[config.mk]
export PLATFORM = sky130hd
export DESIGN_NAME = sorted_insertion_queue
export DESIGN_NICKNAME = d
export VERILOG_FILES = /design/src/design/siq_pkg.sv /design/src/design/sorted_insertion_queue.sv /design/src/design/siq_ram.sv
export VERILOG_INCLUDE_DIRS = /design/src /design/src/design
export SDC_FILE = /design/constraint.sdc
export NUM_CORES = 1
export LEC_CHECK = 0
export BUFFER_PORTS_ARGS = -buffer_cell sky130_fd_sc_hd__buf_2
export CORE_AREA = 2 2 245 247
export CTS_CLUSTER_DIAMETER = 100
export CTS_CLUSTER_SIZE = 8
export DETAILED_ROUTE_END_ITERATION = 12
export DIE_AREA = 0 0 247 249
export PLACE_DENSITY_LB_ADDON = 0.15
export SLEW_MARGIN = 20
export SYNTH_ARGS = -nofsm -noshare
export SYNTH_HDL_FRONTEND = slang
export SYNTH_SLANG_ARGS = --single-unit
[constraint.sdc]
create_clock -name clock -period 5.7 [get_ports clock]
set_input_delay 0.57 -clock clock [delete_from_list [all_inputs] [get_ports clock]]
set_output_delay 0.57 -clock clock [all_outputs]
set_load 0.05 [all_outputs]
[src/design/sorted_insertion_queue_defines.svh]
// assertion macros used by the queue design file
`ifndef SORTED_INSERTION_QUEUE_DEFINES_SVH
`define SORTED_INSERTION_QUEUE_DEFINES_SVH

// property checked while reset is low
`define SIQ_ASSERT(label, clk, rst, prop) \
   label: assert property (@(posedge clk) disable iff (rst) prop) \
      else $error("sorted insertion queue assertion failed");

// property checked at every edge, reset included
`define SIQ_ASSERT_ALWAYS(label, clk, prop) \
   label: assert property (@(posedge clk) prop) \
      else $error("sorted insertion queue assertion failed");

`endif

[src/design/siq_pkg.sv]
package siq_pkg;

   localparam int DEPTH_DEF     = 16;
   localparam int KEY_WIDTH_DEF = 32;

   localparam int CMD_W    = 2;
   localparam int AMOUNT_W = 5;
   localparam int CAP_W    = 5;
   localparam int CSR_W    = 5;
   localparam int CSR_IDX_W = 1;

   localparam logic [CMD_W-1:0] CMD_INSERT = 2'd0;
   localparam logic [CMD_W-1:0] CMD_POP    = 2'd1;
   localparam logic [CMD_W-1:0] CMD_DROP   = 2'd2;

   localparam logic [CSR_IDX_W-1:0] CSR_CAPACITY_LIMIT  = 1'd0;
   localparam logic [CSR_IDX_W-1:0] CSR_SORT_DESCENDING = 1'd1;

   localparam logic [CAP_W-1:0] CAP_RESET = 5'd16;

   typedef enum logic [2:0] {
      ST_IDLE,
      ST_SCAN,
      ST_SCAN_CHK,
      ST_SHIFT,
      ST_SHIFT_WR,
      ST_POP_CHK,
      ST_HEAD,
      ST_RESP
   } state_type;

endpackage

[src/design/sorted_insertion_queue.sv]
// channel    ports                                  handshake
// request    req_cmd, req_key, req_amount           start high while busy low
// result     rsp_ok, rsp_popped_key, rsp_head_*,    rsp_valid strobe, one cycle
//            rsp_fill
// config     csr_index, csr_wdata                   csr_we, taken at once
//
// one transaction at a time; the key memory has one read and one write port
// insert: forward search, then tail shift, one memory read per step, with the
//   read data registered inside the memory
// pop: ST_POP_CHK, ST_HEAD, ST_RESP; drop and refused operations: ST_HEAD, ST_RESP
// reset clears fill and head pointer, presets the CSRs; key memory not cleared
// the receiver cannot stall: the result strobe lasts one cycle
`include "sorted_insertion_queue_defines.svh"

module sorted_insertion_queue #(
   parameter int DEPTH     = siq_pkg::DEPTH_DEF,
   parameter int KEY_WIDTH = siq_pkg::KEY_WIDTH_DEF,
   localparam int AW   = $clog2(DEPTH),
   localparam int CW   = $clog2(DEPTH + 1)
) (
   input  logic                          clock,
   input  logic                          reset,
   // request
   input  logic                          start,
   output logic                          busy,
   input  logic [siq_pkg::CMD_W-1:0]     req_cmd,
   input  logic [KEY_WIDTH-1:0]          req_key,
   input  logic [siq_pkg::AMOUNT_W-1:0]  req_amount,
   // result
   output logic                          rsp_valid,
   output logic                          rsp_ok,
   output logic [KEY_WIDTH-1:0]          rsp_popped_key,
   output logic                          rsp_head_valid,
   output logic [KEY_WIDTH-1:0]          rsp_head_key,
   output logic [CW-1:0]                 rsp_fill,
   // configuration
   input  logic                          csr_we,
   input  logic [siq_pkg::CSR_IDX_W-1:0] csr_index,
   input  logic [siq_pkg::CSR_W-1:0]     csr_wdata
);

   // physical address math runs one bit wider than the index
   localparam int PW   = AW + 1;
   // width for comparing fill against the 5 bit fields
   localparam int CMPW = (CW > siq_pkg::CAP_W) ? CW : siq_pkg::CAP_W;

   siq_pkg::state_type state_ff, state_in;

   logic [CW-1:0]                 fill_ff, fill_in;
   logic [AW-1:0]                 head_ff, head_in;   // physical slot of the head
   logic [CW-1:0]                 idx_ff, idx_in;     // logical scan / shift position
   logic [CW-1:0]                 pos_ff, pos_in;     // logical insert position
   logic [siq_pkg::CMD_W-1:0]     cmd_ff, cmd_in;
   logic [KEY_WIDTH-1:0]          key_ff, key_in;
   logic [siq_pkg::AMOUNT_W-1:0]  amount_ff, amount_in;
   logic                          ok_ff, ok_in;
   logic [KEY_WIDTH-1:0]          popped_ff, popped_in;
   logic [siq_pkg::CAP_W-1:0]     cap_ff;
   logic                          desc_ff;

   // memory port
   logic                 rd_en;
   logic [AW-1:0]        rd_addr;
   logic [KEY_WIDTH-1:0] rd_data;
   logic                 wr_en;
   logic [AW-1:0]        wr_addr;
   logic [KEY_WIDTH-1:0] wr_data;

   logic           accept;
   logic [CMPW-1:0] fill_x;
   logic [CMPW-1:0] limit_x;
   logic [CMPW-1:0] cap_x;
   logic [CMPW-1:0] amount_x;
   logic           goes_after;

   // logical position to physical slot, wrapping around the ring
   function automatic logic [AW-1:0] to_phys(input logic [AW-1:0] head,
                                             input logic [CW-1:0] logical);
      logic [PW-1:0] sum;
      sum = PW'(head) + PW'(logical);
      if (sum >= PW'(DEPTH)) begin
         sum = sum - PW'(DEPTH);
      end
      return sum[AW-1:0];
   endfunction

   assign accept   = start && !busy;
   assign fill_x   = CMPW'(fill_ff);
   assign cap_x    = CMPW'(cap_ff);
   assign amount_x = CMPW'(req_amount);
   // a limit above the memory depth acts as the depth
   assign limit_x  = (cap_x > CMPW'(DEPTH)) ? CMPW'(DEPTH) : cap_x;

   // new key must stay behind the stored key just read
   assign goes_after = desc_ff ? (key_ff < rd_data) : (key_ff > rd_data);

   siq_ram #(
      .WIDTH (KEY_WIDTH),
      .DEPTH (DEPTH)
   ) u_key_ram (
      .clock   (clock),
      .wr_en   (wr_en),
      .wr_addr (wr_addr),
      .wr_data (wr_data),
      .rd_en   (rd_en),
      .rd_addr (rd_addr),
      .rd_data (rd_data)
   );

   // configuration registers
   always_ff @(posedge clock) begin
      if (reset) begin
         cap_ff  <= siq_pkg::CAP_RESET;
         desc_ff <= 1'b0;
      end else if (csr_we) begin
         unique case (csr_index)
            siq_pkg::CSR_CAPACITY_LIMIT:  cap_ff  <= csr_wdata[siq_pkg::CAP_W-1:0];
            siq_pkg::CSR_SORT_DESCENDING: desc_ff <= csr_wdata[0];
         endcase
      end
   end

   // control state
   always_ff @(posedge clock) begin
      if (reset) begin
         state_ff <= siq_pkg::ST_IDLE;
         fill_ff  <= '0;
         head_ff  <= '0;
      end else begin
         state_ff <= state_in;
         fill_ff  <= fill_in;
         head_ff  <= head_in;
      end
   end

   // transaction payload, no reset needed
   always_ff @(posedge clock) begin
      idx_ff    <= idx_in;
      pos_ff    <= pos_in;
      cmd_ff    <= cmd_in;
      key_ff    <= key_in;
      amount_ff <= amount_in;
      ok_ff     <= ok_in;
      popped_ff <= popped_in;
   end

   always_comb begin
      state_in  = state_ff;
      fill_in   = fill_ff;
      head_in   = head_ff;
      idx_in    = idx_ff;
      pos_in    = pos_ff;
      cmd_in    = cmd_ff;
      key_in    = key_ff;
      amount_in = amount_ff;
      ok_in     = ok_ff;
      popped_in = popped_ff;
      rd_en     = 1'b0;
      rd_addr   = to_phys(head_ff, '0);
      wr_en     = 1'b0;
      wr_addr   = to_phys(head_ff, '0);
      wr_data   = key_ff;

      unique case (state_ff)
         siq_pkg::ST_IDLE: begin
            if (accept) begin
               cmd_in    = req_cmd;
               key_in    = req_key;
               amount_in = req_amount;
               ok_in     = 1'b0;
               popped_in = '0;
               state_in  = siq_pkg::ST_HEAD;
               unique case (req_cmd)
                  siq_pkg::CMD_INSERT: begin
                     if (fill_x < limit_x) begin
                        ok_in    = 1'b1;
                        idx_in   = '0;
                        state_in = siq_pkg::ST_SCAN;
                     end
                  end
                  siq_pkg::CMD_POP: begin
                     if (fill_ff != '0) begin
                        // fetch the head key to hand back
                        ok_in    = 1'b1;
                        rd_en    = 1'b1;
                        state_in = siq_pkg::ST_POP_CHK;
                     end
                  end
                  siq_pkg::CMD_DROP: begin
                     if (amount_x != '0 && amount_x <= fill_x) begin
                        // drop is just a head pointer move
                        ok_in   = 1'b1;
                        head_in = to_phys(head_ff, CW'(req_amount));
                        fill_in = fill_ff - CW'(req_amount);
                     end
                  end
                  default: begin
                     // unused command reports state only
                  end
               endcase
            end
         end
         siq_pkg::ST_POP_CHK: begin
            popped_in = rd_data;
            head_in   = to_phys(head_ff, CW'(1));
            fill_in   = fill_ff - CW'(1);
            state_in  = siq_pkg::ST_HEAD;
         end
         siq_pkg::ST_SCAN: begin
            // forward search for the first key the new one goes ahead of
            if (idx_ff == fill_ff) begin
               pos_in   = fill_ff;
               idx_in   = fill_ff;
               state_in = siq_pkg::ST_SHIFT;
            end else begin
               rd_en    = 1'b1;
               rd_addr  = to_phys(head_ff, idx_ff);
               state_in = siq_pkg::ST_SCAN_CHK;
            end
         end
         siq_pkg::ST_SCAN_CHK: begin
            if (goes_after) begin
               idx_in   = idx_ff + CW'(1);
               state_in = siq_pkg::ST_SCAN;
            end else begin
               pos_in   = idx_ff;
               idx_in   = fill_ff;
               state_in = siq_pkg::ST_SHIFT;
            end
         end
         siq_pkg::ST_SHIFT: begin
            // move the tail back one slot, last entry first
            if (idx_ff == pos_ff) begin
               wr_en    = 1'b1;
               wr_addr  = to_phys(head_ff, pos_ff);
               wr_data  = key_ff;
               fill_in  = fill_ff + CW'(1);
               state_in = siq_pkg::ST_HEAD;
            end else begin
               rd_en    = 1'b1;
               rd_addr  = to_phys(head_ff, idx_ff - CW'(1));
               state_in = siq_pkg::ST_SHIFT_WR;
            end
         end
         siq_pkg::ST_SHIFT_WR: begin
            // read and write slots never coincide, so no forwarding needed
            wr_en    = 1'b1;
            wr_addr  = to_phys(head_ff, idx_ff);
            wr_data  = rd_data;
            idx_in   = idx_ff - CW'(1);
            state_in = siq_pkg::ST_SHIFT;
         end
         siq_pkg::ST_HEAD: begin
            // fetch the head after all writes of this transaction landed
            rd_en    = (fill_ff != '0);
            state_in = siq_pkg::ST_RESP;
         end
         siq_pkg::ST_RESP: begin
            state_in = siq_pkg::ST_IDLE;
         end
         default: begin
            state_in = siq_pkg::ST_IDLE;
         end
      endcase
   end

   assign busy           = (state_ff != siq_pkg::ST_IDLE);
   assign rsp_valid      = (state_ff == siq_pkg::ST_RESP);
   assign rsp_ok         = ok_ff;
   assign rsp_popped_key = popped_ff;
   assign rsp_head_valid = (fill_ff != '0);
   assign rsp_head_key   = (fill_ff != '0) ? rd_data : '0;
   assign rsp_fill       = fill_ff;

   `SIQ_ASSERT(a_fill_in_range, clock, reset, fill_ff <= CW'(DEPTH))
   `SIQ_ASSERT(a_idle_after_rsp, clock, reset, rsp_valid |=> !busy)
   `SIQ_ASSERT(a_busy_after_accept, clock, reset, (start && !busy) |=> busy)
   `SIQ_ASSERT(a_no_rw_collision, clock, reset, !(wr_en && rd_en && wr_addr == rd_addr))
   `SIQ_ASSERT_ALWAYS(a_idle_out_of_reset, clock, $past(reset) |-> !busy)

endmodule

[src/design/siq_ram.sv]
module siq_ram #(
   parameter int WIDTH = siq_pkg::KEY_WIDTH_DEF,
   parameter int DEPTH = siq_pkg::DEPTH_DEF,
   localparam int AW   = $clog2(DEPTH)
) (
   input  logic             clock,
   input  logic             wr_en,
   input  logic [AW-1:0]    wr_addr,
   input  logic [WIDTH-1:0] wr_data,
   input  logic             rd_en,
   input  logic [AW-1:0]    rd_addr,
   output logic [WIDTH-1:0] rd_data
);

   logic [WIDTH-1:0] mem [DEPTH];
   logic [WIDTH-1:0] rd_data_ff;

   always_ff @(posedge clock) begin
      if (wr_en) begin
         mem[wr_addr] <= wr_data;
      end
      if (rd_en) begin
         rd_data_ff <= mem[rd_addr];
      end
   end

   assign rd_data = rd_data_ff;

endmodule

* Yosys cells after proc, flatten, opt, wreduce, memory -nomap -nowiden
Memories as Yosys holds them, arrays and structs flattened. A register that Yosys moved wholly into a read port is not among the register bits. Cells that the tools add are included.
Word-level totals: memories 1, bits in writable memories 512, bits in registers 93
Operators by class: add/subtract/negate cells 16, reductions and logical operators 20, equality and inequality tests 19, magnitude comparators 11, bitwise logic cells 1, mux-type cells 55
Memory list:
- u_key_ram.mem | words 16, width 32, read ports 1, clocked after memory_dff 1, wr ports 1, line siq_ram.sv:15 | logic [WIDTH-1:0] mem [DEPTH];
Operators by type and width (count):
- $mux 32 | 3
- $pmux 32 s2 | 1
- $mux 5 | 11
- $mux 4 | 12
- $gt 32x32->1 | 1
- $lt 32x32->1 | 1
- $ge 5x5->1 const B | 5
- $pmux 3 s8 | 1
- $pmux 4 s2 | 3
- $sub 4x1->4 const B | 6
- $add 4x5->5 | 4
- $pmux 5 s4 | 1
- $pmux 5 s3 | 1
- $eq 3x3->1 const B | 4
- $mux 1 | 12
- $ne 2x2->1 const B | 6
- $add 5x1->5 const B | 2
- $eq 5x5->1 | 2
- $pmux 5 s2 | 1
- $reduce_and 5->1 | 2
- $reduce_bool 5->1 | 2
- $sub 5x1->5 const B | 2
- $reduce_and 2->1 | 4
- $eq 3x2->1 const B | 2
- other kinds (26) | 33

* Logic depth before layout (Yosys ltp)
word-level depth 7, mapped depth 15, mapped depth without buffers 13

* Cells and area by module
From an unflattened synthesis, not the netlist that was laid out.
Second synthesis, totals: cells, all modules 1490, area, all modules 26227.7 µm²
By module, submodules not included:
- siq_ram | cells an instance 838, instances 1, area an instance 20174.3 µm²
- sorted_insertion_queue | cells an instance 652, instances 1, area an instance 6053.3 µm²

* Worst setup path after synthesis
OpenSTA, ideal clock, no wires.
path kind register to register, start reg fill_ff[0], in the netlist rsp_fill[0], end reg u_key_ram.rd_data_ff[0], in the netlist u_key_ram.rd_data[0], read port of u_key_ram.mem (enable), arrival 4.953 ns, period minus slack after synthesis 5.486 ns, stages on the path, launching flop included 5, slack 0.214 ns, required time 5.167 ns, cells stage by stage dfxtp_1 -> buf_2 -> or4_1 -> nor2_1 -> o311ai_0
On the way: longest elaborated chain between the ends 5, elaborated cells between the ends (all ways) 9
Ends and longest elaborated chain:
- start: declaration | line sorted_insertion_queue.sv:49 | logic [CW-1:0] fill_ff, fill_in;
- start signal: assignment | line sorted_insertion_queue.sv:131 | fill_ff <= fill_in;
- $reduce_bool 5->1 | line sorted_insertion_queue.sv:182, sorted_insertion_queue.sv:255
- $mux 1 | line sorted_insertion_queue.sv:182 | if (fill_ff != '0) begin
- $mux 1 | line sorted_insertion_queue.sv:173 | unique case (req_cmd)
- $mux 1 | line sorted_insertion_queue.sv:166 | if (accept) begin
- $pmux 1 s4 * | line sorted_insertion_queue.sv:164 | unique case (state_ff)
- named net rd_en | line sorted_insertion_queue.sv:62 | logic rd_en;
- end: declaration | line siq_ram.sv:16 | logic [WIDTH-1:0] rd_data_ff;
Mark *: on every way through the listed nets, which the timed path passes. The rest lies on a longest branch. A chain may end at the register's enable or synchronous reset.

* Worst setup path after layout
start reg state_ff[1], end reg u_key_ram.rd_data_ff[13], in the netlist u_key_ram.rd_data[13], read port of u_key_ram.mem, data pin
On the way: longest elaborated chain between the ends 5, elaborated cells between the ends (all ways) 10
Ends and longest elaborated chain:
- start: declaration | line sorted_insertion_queue.sv:47 | siq_pkg::state_type state_ff, state_in;
- start signal: assignment | line sorted_insertion_queue.sv:126 | state_ff <= siq_pkg::ST_IDLE;
- start signal: assignment | line sorted_insertion_queue.sv:130 | state_ff <= state_in;
- $reduce_bool 3->1 | line sorted_insertion_queue.sv:267 | assign busy = (state_ff != siq_pkg::ST_IDLE);
- $logic_not 1->1 | line sorted_insertion_queue.sv:87 | assign accept = start && !busy;
- $logic_and 1x1->1 | line sorted_insertion_queue.sv:87
- $mux 1 | line sorted_insertion_queue.sv:166
- $pmux 1 s4 | line sorted_insertion_queue.sv:164
Several ways; a longest one is shown, not always the timed one.

==> key figures <==
Run status
  • Result of the run: finished, final reports clean

Logic synthesis
  • Average footprint of a synthesized cell: 17.64 um2
  • Main flop type after synthesis: sky130_fd_sc_hd__edfxtp_1
  • Synthesized area: 26,290 um2
  • Post-Syn Nets: 1,603
  • Gate Count Post-Synth: 1,490
  • Yosys synthesis warning count: 0
  • Area fraction of the dominant cell type after synthesis: 70.72%
  • Top cells by instance count after synthesis: 619 x sky130_fd_sc_hd__edfxtp_1, 128 x sky130_fd_sc_hd__mux4_2, 114 x sky130_fd_sc_hd__nor2_1
  • Leading cell types by total area after synthesis: sky130_fd_sc_hd__edfxtp_1 71%, sky130_fd_sc_hd__mux4_2 11%, sky130_fd_sc_hd__ha_1 2.8%
  • Async set-reset flop share out of synthesis: 0%
  • Number of unique standard cell types used by synthesis: 56
  • Yosys top cell by area: sky130_fd_sc_hd__edfxtp_1
  • Synthesis-stage register bit count: 637
  • Most frequent cell after synthesis: sky130_fd_sc_hd__edfxtp_1
  • Post-synth EDFFs: 619
  • Sequential share of the synthesized area: 72.09%

Cells and area
  • Net total in the final layout: 1,811
  • Synthesis-to-layout area growth: 16.57%
  • Number of diodes added for antenna fixing: 0
  • Count of placed standard cells in the final layout, fillers left out: 2,484
  • Fill cells: 4,685
  • Share of post-route cells with drive strength above 1: 26.36%

Die
  • Initial Util: 44.79%
  • Number of placement rows: 89
  • Die area: 61,500 um2
  • I/O pin count: 122
  • Horizontal die dimension: 247 um
  • Die boundary height: 249 um
  • Core Footprint: 58,690 um2

STA
  • Measured slew at the worst slew-check pin: 1.050 ns
  • Slew margin rel.: 30.03%
  • Final Slew Violations: 0
  • Maximum clock rate: 0.2382 GHz
  • Setup TNS: 0 ns
  • Count of endpoints failing hold in the final timing report: 0
  • Count of final setup violators: 0
  • Worst Slack Setup Final: 1.502 ns
  • Clk_skew: 0.02260 ns
  • Final cycle utilization of the critical path: 73.65%
  • Worst hold margin: 0.1232 ns
  • Period minus WS final: 4.198 ns
  • Setup repair after global routing missed its margin: false

CTS
  • Clock root buffer: sky130_fd_sc_hd__clkbuf_16
  • Maximum number of buffers from clock root to sink: 3
  • Clock latency reported for the late side of the worst-skew pair: 0.62 ns
  • Number of sinks handled by clock tree synthesis: 637
  • TritonCTS clock tree: built
  • # hold bufs at CTS: 0
  • CTS H-tree lvls: 3
  • Cells resized by post-CTS repair: 0
  • Clock slew at the register clock pins of the worst setup and hold paths: 0.05 ns
  • Post-CTS Setup Repair Bufs: 0
  • Clock buffer count from CTS: 89

Route
  • Number of violations reported at the end of detailed-routing iteration 0: 1,303
  • Initial DRT Pass Iterations: 5
  • Post-DR wirelength/cell: 25.67 um
  • DRC violation count after routing: 0
  • Total number of vias: 14,130
  • Final routed wirelength across all metal layers: 63.75 mm
  • Vias per cell: 5.690
  • Number of antenna-violating nets in the routed design: 0

Critical path
  • Family with the most delay on the worst path: buffers and inverters
  • Cell type of the slowest stage on the worst timing path: sky130_fd_sc_hd__dfxtp_1
  • Crit path DAT: 4.56 ns
  • CP Capture Type: flip-flop
  • R2R Setup Slk: 1.50 ns
  • Maximum fanout count along the critical path: 61
  • Most used cell, CP: sky130_fd_sc_hd__inv_1
  • Largest stage delay on the critical path: 0.74 ns
  • Setup crit start kind: flip-flop
  • Cell-by-cell listing of the critical path: inv_1 -> nor2_1 -> inv_1 -> or3_1 -> a31oi_4 -> buf_12 -> mux4_2 -> a22oi_1 -> nand2_1
  • Critical path buffers and inverters: 3
  • Path type of the worst setup path: flip-flop to flip-flop
  • Required time of the worst setup path: 6.06 ns

Placement
  • Port buffer count: 121
  • Placed instance count: 2,380
  • Placed wire-length estimate after detailed placement: 36.17 mm
  • Final weighted congestion in routability-driven placement: 0.8257
  • Worst setup slack before clock tree synthesis: 1.530 ns

Global route
  • Global-route wire length before repair: 94.85 mm
  • Maximum number of pins on one net before global-route repair: 93
  • Number of global-route vias before repair: 14,670
  • Aggregate global routing overflow: 0
  • Initial antenna violation count: 2
  • Combined global-route utilization of all metal layers: 21.16%

Flow run
  • Maximum Capacitance Violations: 0

Power
  • Leakage power figure: 10.92 nW
  • Total power per unit cell area: 588.8 nW/um2
  • Max VDD drop: 0.4778 mV

Worst hold path
  • Type of the most critical hold path: input pin to flip-flop
state kept, by name, indices dropped and copies added, names as in the netlist:
signal	flops
u_key_ram.mem	512
key_ff	32
rsp_popped_key	32
u_key_ram.rd_data	32
cap_ff	5
idx_ff	5
pos_ff	5
rsp_fill	5
head_ff	4
state_ff	3
desc_ff	1
rsp_ok	1
metal layers:
metal | up-vias | track usage, % | part of all wire, %
li1 | 6289 | - | -
met1 | 7283 | 29.87 | 44
met2 | 468 | 33.77 | 48
met3 | 94 | 4.288 | 6.4
met4 | 0 | 5.404 | 1.9
met5 | - | 0 | 0
worst paths after layout:
kind,from,end,cells past startpoint
worst max-delay path,state_ff[1],u_key_ram.rd_data[13],9
worst min-delay path,req_key[10],key_ff[10],1
worst min register to register,cap_ff[2],cap_ff[2],2
worst max register to register,state_ff[1],u_key_ram.rd_data[13],9
cells in the final DEF (no fill, tap or decap), types with 12 or more instances in the layout:
cell type	synthesis	layout
sky130_fd_sc_hd__edfxtp_1	619	619
sky130_fd_sc_hd__clkbuf_16	0	91
sky130_fd_sc_hd__a22oi_1	69	69
sky130_fd_sc_hd__nand2_1	94	91
sky130_fd_sc_hd__buf_4	7	64
sky130_fd_sc_hd__nor3_1	12	12
sky130_fd_sc_hd__mux4_2	128	128
sky130_fd_sc_hd__inv_1	60	59
sky130_fd_sc_hd__xnor2_1	17	17
sky130_fd_sc_hd__nor2_1	114	93
sky130_fd_sc_hd__mux2i_1	15	15
sky130_fd_sc_hd__a21oi_1	28	28
sky130_fd_sc_hd__nor2_4	0	21
sky130_fd_sc_hd__buf_2	22	121
sky130_fd_sc_hd__dfxtp_1	18	18
sky130_fd_sc_hd__xor2_1	13	13
sky130_fd_sc_hd__a21o_1	27	27
sky130_fd_sc_hd__ha_1	58	58
sky130_fd_sc_hd__o21ai_0	46	45
cells by family (layout without fill, tap and decap cells):
kind of cell / count (synthesis) / in the layout / share of synthesized area [%]
flip-flops: 637 / 637 / 72.09
AND/OR/NAND/NOR: 268 / 268 / 4.346
AO/OA/AOI/OAI: 211 / 211 / 5.365
multiplexers: 146 / 146 / 11.67
buffers and inverters: 134 / 355 / 2.318
adder cells (fa/ha/maj): 64 / 64 / 3.218
XOR/XNOR: 30 / 30 / 0.9996
layout make-up:
| cell class | count | area, um2 | share of cell area [%] |
|---|---|---|---|
| clock inverter | 6 | 73.82 | 0.2409 |
| tap | 773 | 967.2 | 3.156 |
| sequential | 637 | 18950 | 61.84 |
| clock buffer | 98 | 2303 | 7.517 |
| timing repair buffer | 190 | 1186 | 3.871 |
| inverter | 61 | 229.0 | 0.7472 |
| multi-input combinational | 719 | 6934 | 22.63 |
power by group:
| part | switching [mW] | leakage [nW] | internal [mW] |
|---|---|---|---|
| Combinational | 4.40 | 3.98 | 2.26 |
| Clock | 1.83 | 1.16 | 2.81 |
| Sequential | 0.284 | 5.78 | 6.45 |
| Total | 6.52 | 10.9 | 11.5 |
worst reg2reg max path: stages (launching register included):
cell	delay (ns)
sky130_fd_sc_hd__dfxtp_1	0.74
sky130_fd_sc_hd__inv_1	0.32
sky130_fd_sc_hd__nor2_1	0.37
sky130_fd_sc_hd__inv_1	0.29
sky130_fd_sc_hd__or3_1	0.42
sky130_fd_sc_hd__a31oi_4	0.35
sky130_fd_sc_hd__buf_12	0.42
sky130_fd_sc_hd__mux4_2	0.71
sky130_fd_sc_hd__a22oi_1	0.24
sky130_fd_sc_hd__nand2_1	0.07
per-stage QoR:
step / area [um2] / power (mW) / util (%)
after floorplan: 26290 / 11.45 / -
after global placement: 28260 / 13.49 / 48.16
after detailed placement: 28260 / 13.56 / 48.16
after CTS: 30640 / 18.25 / 52.21
after global routing: 30640 / 18.97 / 52.21
final: 30640 / 18.04 / 52.21
No activity file was read; power rests on OpenSTA's default activity.
